## src/rtl/core/rfa_pkg.sv

```systemverilog
// Shared constants and types for the rational fraction ALU.
// No dependencies; every other file of the block refers to it by scoped name.
package rfa_pkg;

  localparam int OP_W  = 2;
  localparam int RES_W = 48;

  localparam logic [OP_W-1:0] OP_ADD = 2'd0;
  localparam logic [OP_W-1:0] OP_DIV = 2'd1;
  localparam logic [OP_W-1:0] OP_RED = 2'd2;

  // divider request / response flags
  typedef struct packed {
    logic start;
  } div_ctrl_t;

  typedef struct packed {
    logic busy;
    logic done;
  } div_stat_t;

endpackage

```

## src/rtl/core/rfa_req_if.sv

```systemverilog
// Request channel of the rational fraction ALU: opcode and two fractions.
// Depends on rfa_pkg.
interface rfa_req_if #(
  parameter int W = 16
);
  logic                      valid;
  logic                      ready;
  logic [rfa_pkg::OP_W-1:0]  op;
  logic signed [W-1:0]       a_num;
  logic signed [W-1:0]       a_den;
  logic signed [W-1:0]       b_num;
  logic signed [W-1:0]       b_den;

  modport source (output valid, op, a_num, a_den, b_num, b_den, input ready);
  modport sink   (input valid, op, a_num, a_den, b_num, b_den, output ready);
endinterface

```

## src/rtl/core/rfa_rsp_if.sv

```systemverilog
// Response channel of the rational fraction ALU: result fraction and status.
// Depends on rfa_pkg.
interface rfa_rsp_if;
  logic                             valid;
  logic                             ready;
  logic signed [rfa_pkg::RES_W-1:0] res_num;
  logic signed [rfa_pkg::RES_W-1:0] res_den;
  logic                             status;

  modport source (output valid, res_num, res_den, status, input ready);
  modport sink   (input valid, res_num, res_den, status, output ready);
endinterface

```

## src/rtl/core/rational_fraction_alu.sv

```systemverilog
// Rational fraction ALU: add (unreduced, over the lcm), divide (reduced), reduce.
// Depends on rfa_pkg, rfa_req_if, rfa_rsp_if and rfa_div.
//
// One request is worked at a time; ready is high only while the sequencer is
// idle, and a finished result may wait in the output register while the next
// request is accepted. Time per request is set by the bit-serial divider of
// DW = 2*OPERAND_WIDTH+2 bits (34 at the default), which every division
// step shares. Euclid's loop spends one division per remainder step, then
// two more divide the operands by the gcd. Divide first forms the cross
// products on the shared multiplier, and add then forms the scaled
// numerators and the lcm on it. Requests that fail a zero check at entry
// go straight to the finish state. A zero divisor or an unused opcode
// gives status 1 and zeros.
module rational_fraction_alu #(
  parameter int OPERAND_WIDTH = 16
) (
  input logic       clk,
  input logic       rst,
  rfa_req_if.sink   req,
  rfa_rsp_if.source rsp
);

  localparam int W  = OPERAND_WIDTH;
  localparam int MW = W + 1;
  localparam int DW = 2 * MW;
  localparam int RW = rfa_pkg::RES_W;
  localparam int EW = (DW > RW) ? DW : RW;

  localparam logic [3:0] S_IDLE  = 4'd0;
  localparam logic [3:0] S_MN    = 4'd1;
  localparam logic [3:0] S_MD    = 4'd2;
  localparam logic [3:0] S_MX    = 4'd3;
  localparam logic [3:0] S_GCD   = 4'd4;
  localparam logic [3:0] S_GCDW  = 4'd5;
  localparam logic [3:0] S_DIVN  = 4'd6;
  localparam logic [3:0] S_DIVNW = 4'd7;
  localparam logic [3:0] S_DIVD  = 4'd8;
  localparam logic [3:0] S_DIVDW = 4'd9;
  localparam logic [3:0] S_T1    = 4'd10;
  localparam logic [3:0] S_T2    = 4'd11;
  localparam logic [3:0] S_T3    = 4'd12;
  localparam logic [3:0] S_T4    = 4'd13;
  localparam logic [3:0] S_FIN   = 4'd14;

  logic [3:0]               state;
  logic [rfa_pkg::OP_W-1:0] op_r;
  logic                     err;
  logic signed [W-1:0]      an_r, ad_r, bn_r, bd_r;
  logic signed [DW-1:0]     num_r, den_r;
  logic signed [DW-1:0]     x, y;
  logic signed [DW-1:0]     q1, q2;
  logic signed [DW-1:0]     acc;
  logic signed [DW-1:0]     prod;
  logic signed [DW-1:0]     rn_r, rd_r;
  logic signed [MW-1:0]     ma, mb;
  logic signed [EW-1:0]     rn_ext, rd_ext;
  logic                     out_valid;
  logic                     in_beat;
  logic                     out_beat;

  rfa_pkg::div_ctrl_t   dctrl;
  rfa_pkg::div_stat_t   dstat;
  logic signed [DW-1:0] d_a, d_b, d_q, d_r;

  rfa_div #(.DW(DW)) u_div (
    .clk      (clk),
    .rst      (rst),
    .ctrl     (dctrl),
    .dividend (d_a),
    .divisor  (d_b),
    .stat     (dstat),
    .quo      (d_q),
    .rem      (d_r)
  );

  assign in_beat  = req.valid && req.ready;
  assign out_beat = rsp.valid && rsp.ready;
  assign req.ready = (state == S_IDLE) && !rst;

  // divider operands; in the divide-by-gcd steps x holds the gcd
  always_comb begin
    dctrl.start = ((state == S_GCD) && (y != '0) && !dstat.busy) ||
                  (state == S_DIVN) || (state == S_DIVD);
    d_a = (state == S_GCD) ? x : ((state == S_DIVN) ? num_r : den_r);
    d_b = (state == S_GCD) ? y : x;
  end

  // shared multiplier operand select
  always_comb begin
    unique case (state)
      S_MN:    begin ma = MW'(an_r); mb = MW'(bd_r);     end
      S_MD:    begin ma = MW'(ad_r); mb = MW'(bn_r);     end
      S_T1:    begin ma = MW'(an_r); mb = q2[MW-1:0];    end
      S_T2:    begin ma = MW'(bn_r); mb = q1[MW-1:0];    end
      S_T3:    begin ma = MW'(ad_r); mb = q2[MW-1:0];    end
      default: begin ma = '0;        mb = '0;            end
    endcase
  end

  always_ff @(posedge clk) begin
    prod <= ma * mb;
  end

  always_ff @(posedge clk) begin
    if (rst) begin
      state <= S_IDLE;
      err   <= 1'b0;
    end else begin
      unique case (state)
        S_IDLE: begin
          if (in_beat) begin
            op_r <= req.op;
            an_r <= req.a_num;
            ad_r <= req.a_den;
            bn_r <= req.b_num;
            bd_r <= req.b_den;
            err  <= 1'b0;
            priority if (req.op == rfa_pkg::OP_ADD) begin
              if ((req.a_den == '0) || (req.b_den == '0)) begin
                err   <= 1'b1;
                state <= S_FIN;
              end else begin
                num_r <= DW'(req.a_den);
                den_r <= DW'(req.b_den);
                x     <= DW'(req.a_den);
                y     <= DW'(req.b_den);
                state <= S_GCD;
              end
            end else if (req.op == rfa_pkg::OP_DIV) begin
              if (req.b_num == '0) begin
                err   <= 1'b1;
                state <= S_FIN;
              end else begin
                state <= S_MN;
              end
            end else if (req.op == rfa_pkg::OP_RED) begin
              num_r <= DW'(req.a_num);
              den_r <= DW'(req.a_den);
              x     <= DW'(req.a_num);
              y     <= DW'(req.a_den);
              state <= S_GCD;
            end else begin
              err   <= 1'b1;
              state <= S_FIN;
            end
          end
        end
        S_MN: state <= S_MD;
        S_MD: begin
          num_r <= prod;
          state <= S_MX;
        end
        S_MX: begin
          den_r <= prod;
          x     <= num_r;
          y     <= prod;
          state <= S_GCD;
        end
        S_GCD: begin
          if (y == '0) begin
            if (x == '0) begin
              err   <= 1'b1;
              state <= S_FIN;
            end else begin
              state <= S_DIVN;
            end
          end else if (!dstat.busy) begin
            state <= S_GCDW;
          end
        end
        S_GCDW: begin
          if (dstat.done) begin
            x     <= y;
            y     <= d_r;
            state <= S_GCD;
          end
        end
        S_DIVN: state <= S_DIVNW;
        S_DIVNW: begin
          if (dstat.done) begin
            q1    <= d_q;
            state <= S_DIVD;
          end
        end
        S_DIVD: state <= S_DIVDW;
        S_DIVDW: begin
          if (dstat.done) begin
            q2 <= d_q;
            if (op_r == rfa_pkg::OP_ADD) begin
              state <= S_T1;
            end else begin
              rn_r  <= q1;
              rd_r  <= d_q;
              state <= S_FIN;
            end
          end
        end
        S_T1: state <= S_T2;
        S_T2: begin
          acc   <= prod;
          state <= S_T3;
        end
        S_T3: begin
          acc   <= acc + prod;
          state <= S_T4;
        end
        S_T4: begin
          rn_r  <= acc;
          rd_r  <= prod;
          state <= S_FIN;
        end
        S_FIN: begin
          if (!out_valid || rsp.ready) begin
            state <= S_IDLE;
          end
        end
        default: state <= S_IDLE;
      endcase
    end
  end

  assign rn_ext = EW'(rn_r);
  assign rd_ext = EW'(rd_r);

  // output register; a result beat may wait here while the next request runs
  always_ff @(posedge clk) begin
    if (rst) begin
      out_valid <= 1'b0;
    end else if ((state == S_FIN) && (!out_valid || rsp.ready)) begin
      out_valid <= 1'b1;
    end else if (out_beat) begin
      out_valid <= 1'b0;
    end
  end

  always_ff @(posedge clk) begin
    if ((state == S_FIN) && (!out_valid || rsp.ready)) begin
      rsp.res_num <= err ? '0 : rn_ext[RW-1:0];
      rsp.res_den <= err ? '0 : rd_ext[RW-1:0];
      rsp.status  <= err;
    end
  end

  assign rsp.valid = out_valid;

endmodule

```

## src/rtl/core/rfa_div.sv

```systemverilog
// Bit-serial signed divider, truncating quotient, remainder takes dividend sign.
// Depends on rfa_pkg for the control and status structs.
module rfa_div #(
  parameter int DW = 34
) (
  input  logic                clk,
  input  logic                rst,
  input  rfa_pkg::div_ctrl_t  ctrl,
  input  logic signed [DW-1:0] dividend,
  input  logic signed [DW-1:0] divisor,
  output rfa_pkg::div_stat_t  stat,
  output logic signed [DW-1:0] quo,
  output logic signed [DW-1:0] rem
);

  localparam int CW = $clog2(DW + 1);

  logic [DW-1:0] qm;
  logic [DW-1:0] rm;
  logic [DW-1:0] dm;
  logic          sq;
  logic          sr;
  logic [CW-1:0] cnt;
  logic          busy;
  logic          done;
  logic [DW-1:0] rsh;

  assign rsh = {rm[DW-2:0], qm[DW-1]};

  always_ff @(posedge clk) begin
    if (rst) begin
      busy <= 1'b0;
      done <= 1'b0;
      cnt  <= '0;
    end else begin
      done <= 1'b0;
      if (ctrl.start) begin
        busy <= 1'b1;
        cnt  <= CW'(DW);
      end else if (busy) begin
        cnt <= cnt - 1'b1;
        if (cnt == CW'(1)) begin
          busy <= 1'b0;
          done <= 1'b1;
        end
      end
    end
  end

  always_ff @(posedge clk) begin
    if (ctrl.start) begin
      qm <= dividend[DW-1] ? DW'(-dividend) : DW'(dividend);
      dm <= divisor[DW-1] ? DW'(-divisor) : DW'(divisor);
      rm <= '0;
      sq <= dividend[DW-1] ^ divisor[DW-1];
      sr <= dividend[DW-1];
    end else if (busy) begin
      if (rsh >= dm) begin
        rm <= rsh - dm;
        qm <= {qm[DW-2:0], 1'b1};
      end else begin
        rm <= rsh;
        qm <= {qm[DW-2:0], 1'b0};
      end
    end
  end

  assign quo = sq ? -$signed(qm) : $signed(qm);
  assign rem = sr ? -$signed(rm) : $signed(rm);

  assign stat.busy = busy;
  assign stat.done = done;

endmodule

```

## src/flat_wrapper.sv

```systemverilog
// flat-port wrapper written by rule: the top's interface ports become plain ports
module rational_fraction_alu_flat 
#(
  parameter int OPERAND_WIDTH = 16
)
  (clk, rst, req_valid, req_op, req_a_num, req_a_den, req_b_num, req_b_den, req_ready, rsp_valid, rsp_res_num, rsp_res_den, rsp_status, rsp_ready);
  rfa_req_if #(.W((16))) req_i ();
  rfa_rsp_if rsp_i ();
  input logic clk;
  input logic rst;
  input wire logic [$bits(req_i.valid)-1:0] req_valid;
  input wire logic [$bits(req_i.op)-1:0] req_op;
  input wire logic [$bits(req_i.a_num)-1:0] req_a_num;
  input wire logic [$bits(req_i.a_den)-1:0] req_a_den;
  input wire logic [$bits(req_i.b_num)-1:0] req_b_num;
  input wire logic [$bits(req_i.b_den)-1:0] req_b_den;
  output wire logic [$bits(req_i.ready)-1:0] req_ready;
  output wire logic [$bits(rsp_i.valid)-1:0] rsp_valid;
  output wire logic [$bits(rsp_i.res_num)-1:0] rsp_res_num;
  output wire logic [$bits(rsp_i.res_den)-1:0] rsp_res_den;
  output wire logic [$bits(rsp_i.status)-1:0] rsp_status;
  input wire logic [$bits(rsp_i.ready)-1:0] rsp_ready;
  assign req_i.valid = req_valid;
  assign req_i.op = req_op;
  assign req_i.a_num = req_a_num;
  assign req_i.a_den = req_a_den;
  assign req_i.b_num = req_b_num;
  assign req_i.b_den = req_b_den;
  assign req_ready = req_i.ready;
  assign rsp_valid = rsp_i.valid;
  assign rsp_res_num = rsp_i.res_num;
  assign rsp_res_den = rsp_i.res_den;
  assign rsp_status = rsp_i.status;
  assign rsp_i.ready = rsp_ready;
  rational_fraction_alu #(.OPERAND_WIDTH(OPERAND_WIDTH)) u_core (.clk(clk), .rst(rst), .req(req_i), .rsp(rsp_i));
endmodule
```

## config.mk

```make
export PLATFORM = sky130hd
export DESIGN_NAME = rational_fraction_alu_flat
export DESIGN_NICKNAME = d
export VERILOG_FILES = /design/src/rtl/core/rfa_pkg.sv /design/src/rtl/core/rfa_req_if.sv /design/src/rtl/core/rfa_rsp_if.sv /design/src/rtl/core/rational_fraction_alu.sv /design/src/rtl/core/rfa_div.sv /design/src/flat_wrapper.sv
export SDC_FILE = /design/constraint.sdc
export NUM_CORES = 2
export LEC_CHECK = 0
export BUFFER_PORTS_ARGS = -buffer_cell sky130_fd_sc_hd__buf_2
export CAP_MARGIN = 20
export CORE_MARGIN = 4
export CORE_UTILIZATION = 40
export DETAILED_ROUTE_END_ITERATION = 6
export PLACE_DENSITY_LB_ADDON = 0.05
export SETUP_SLACK_MARGIN = 0.2
export SLEW_MARGIN = 15
export SYNTH_ARGS = -nofsm -noshare
export SYNTH_HDL_FRONTEND = slang
export SYNTH_SLANG_ARGS = --single-unit
```

## constraint.sdc

```tcl
create_clock -name clk -period 12.4 [get_ports clk]
set_clock_uncertainty 0.05 [all_clocks]
set_input_delay 0.62 -clock clk [delete_from_list [all_inputs] [get_ports clk]]
set_output_delay 0.62 -clock clk [all_outputs]
set_load 0.05 [all_outputs]
```

==> metrics <==
endpoints failing hold 0; worst-margin pin slew about 1.1 ns; MaxCap Viol Count 0; clock share of power between 10% and 20%; most frequent cells in the layout nand2_1 (520), edfxtp_1 (494), nor2_1 (414); required time of the critical path 12.87 ns; Slew Limit Headroom roughly 23%; crit path time final between 9 and 10 ns; CP startpoint kind flip-flop; Clock Path Buffers 3; vias in the first global route 30,181; Hold Buf Count CTS 0; GPL Wtd Cong ~0.9; sequential fraction of the synthesis area 40.6%; syn_nets around 4,600; period utilisation layout around 73%; crit path max fanout 29; DIE HEIGHT about 330 µm; combinational share of power 48.7%; I/O Pins 169; WS Path Type flip-flop to flip-flop; register area between 15,000 and 20,000 µm²; Leak Pwr around 19 nW; hold path cells 1; dpl cells ~5,400; most common cell after layout, fill and taps aside nand2_1; # DRC 0; Post-synth top flop edfxtp_1; delay-heaviest family, CP adder cells; fraction of layout cells with a size suffix above 1 approximately a tenth; Max stage delay on crit path 0.92 ns; final setup fails 0; post-route cell area approximately 45,000 µm²; CTS root buffer clkbuf_16; outcome completed; Sw Share 44.7%; Register-to-Register Path Depth 28; Max Clk Rate ~110 MHz; GRT overflow 0; synthesized area 40,600 µm²; final wirelength 139,000 µm; worst vdd ir 0.000121 V; CP endpoint u_core.prod[33]; GRT Resource Usage Total about a quarter; top cell type by total area after synthesis edfxtp_1; Arrival @ worst endpoint between 9 and 10 ns; FF-to-FF End u_core.prod[33]; max-slew violations 0; Post-CTS Resized 0; RSZ-0062 raised after global routing no; CTS buffer count 71; initial antenna violation count 2; Final TNS setup 0 ns; sequential share of power between 30% and 40%; drt pass-1 iters 5; WL per Instance approximately 25 µm; #FFs+latches synth around 580; top post-synthesis cells by area edfxtp_1 (37%), fa_1 (14%), ha_1 (4.9%), nand2_1 (4.8%), dfxtp_1 (4.0%); H-tree depth 3; Buf+Inv Stages, Crit Path 7; FP Rows ~120; CP startpoint u_core.state[3]; Vias/cell about 5.5; Tightest Hold Check Type input port to flip-flop; Setup crit end kind flip-flop; die area between 100,000 and 150,000 µm²; number of I/O port buffers ~170; Crit-path slowest cell nor4_2; antenna-violating nets left 0; critical path depth 28; # Post-CTS Setup Buffers 0; origin of the critical flop-to-flop path u_core.state[3]; Final WS setup approximately 3.4 ns; Starting Density 40.5%; reg2reg setup slack roughly 3.4 ns; Worst-path clk slew roughly 0.060 ns; Via Count between 30,000 and 40,000; synthesized instance count between 4,000 and 5,000; post-layout util 45.0%; core area 100,000 µm²; Area after DPL ~43,000 µm²; initial DRC count about 2,900; first-pass GRT wire length around 200,000 µm; later-pin clock latency in the skew report 0.63 ns; Internal Pwr Total around 5.7 mW; Overall Power between 10 and 15 mW; worst slack, placed 3.06 ns; die width about 330 µm; Psw between 4 and 5 mW; Fillers slightly below 10,000; Cell variety after synth around 80; area of the multi-input gates between 20,000 and 25,000 µm²; Nets 4,658; fraction of registers with async set/reset 0%; most used cell along the critical path fa_1; Syn Area/Cell 10.0 µm²; Ys Warns 0; share of the synthesized area in the top cell type ~37%; Finished Layout Cells 5,556; largest net degree at the start of global routing 71; CTS tree yes; Post-synth EDFFs about 490; post-synthesis to final-layout area growth 11.3%; hold_ws between 0.1 and 0.15 ns; Detailed Place HPWL 106,000 µm; Clock Sinks 576; pwr dens 230 nW/µm²
## how the worst min path moves through the flow
stage	endpoint	slack [ns]	startpoint
2_1_floorplan	u_core.u_div.rm[33]	0.41	u_core.u_div.rm[33]
3_3_place_gp	u_core.err	0.42	u_core.err
3_5_place_dp	u_core.err	0.42	u_core.err
4_1_cts	u_core.bn_r[3]	0.1	req_b_num[3]
5_1_grt	u_core.bn_r[3]	0.12	req_b_num[3]
6_report	u_core.bn_r[3]	0.14	req_b_num[3]
## area by class of cell
type	instances	area share (%)
Antenna cell	2	0.0111
Clock buffer	95	4.35
Clock inverter	33	0.634
Tap cell	1357	3.75
Multi-Input combinational cell	2901	48.8
Sequential cell	576	36.4
Inverter	359	2.98
Timing Repair Buffer	233	3.02
## power groups by stage
stage          registers (mW)  clock network (mW)  logic, mW
3_3_place_gp             3.31                   0       5.02
2_1_floorplan            3.06                   0       3.50
5_1_grt                  3.30                2.18       5.63
4_1_cts                  3.27                2.10       5.07
6_report                 3.27                2.06       5.06
3_5_place_dp             3.31                   0       5.05
## layer usage
layer	global-route usage, %	routed length (µm)	vias to the layer above
li1	-	-	14140
met1	37.6	63800	15246
met3	5.76	11400	165
met5	0	0	-
met4	7.18	4050	0
met2	38.4	60100	1116
## synthesized netlist by cell type, types with 41 or more instances
| master | instances |
|---|---|
| nand2_1 | 521 |
| edfxtp_1 | 494 |
| nor2_1 | 425 |
| inv_1 | 357 |
| fa_1 | 288 |
| o21ai_0 | 214 |
| ha_1 | 158 |
| a21oi_1 | 155 |
| clkbuf_1 | 155 |
| xnor2_1 | 140 |
| nor2b_1 | 94 |
| mux2i_1 | 89 |
| nor3_1 | 85 |
| dfxtp_1 | 82 |
| xor2_1 | 76 |
| a21o_1 | 68 |
| nand2b_1 | 43 |
| nor4_1 | 41 |
## cell families after synthesis
group	count (synthesis)	share of synthesized area, %
mux	104	2.61
flops	576	40.6
simple gates	1397	15.6
fa+ha+maj	446	19.1
compound gates	738	12.0
xor+xnor	216	4.66
buf+inv	570	5.57
Power figures use the tool's default switching activity.
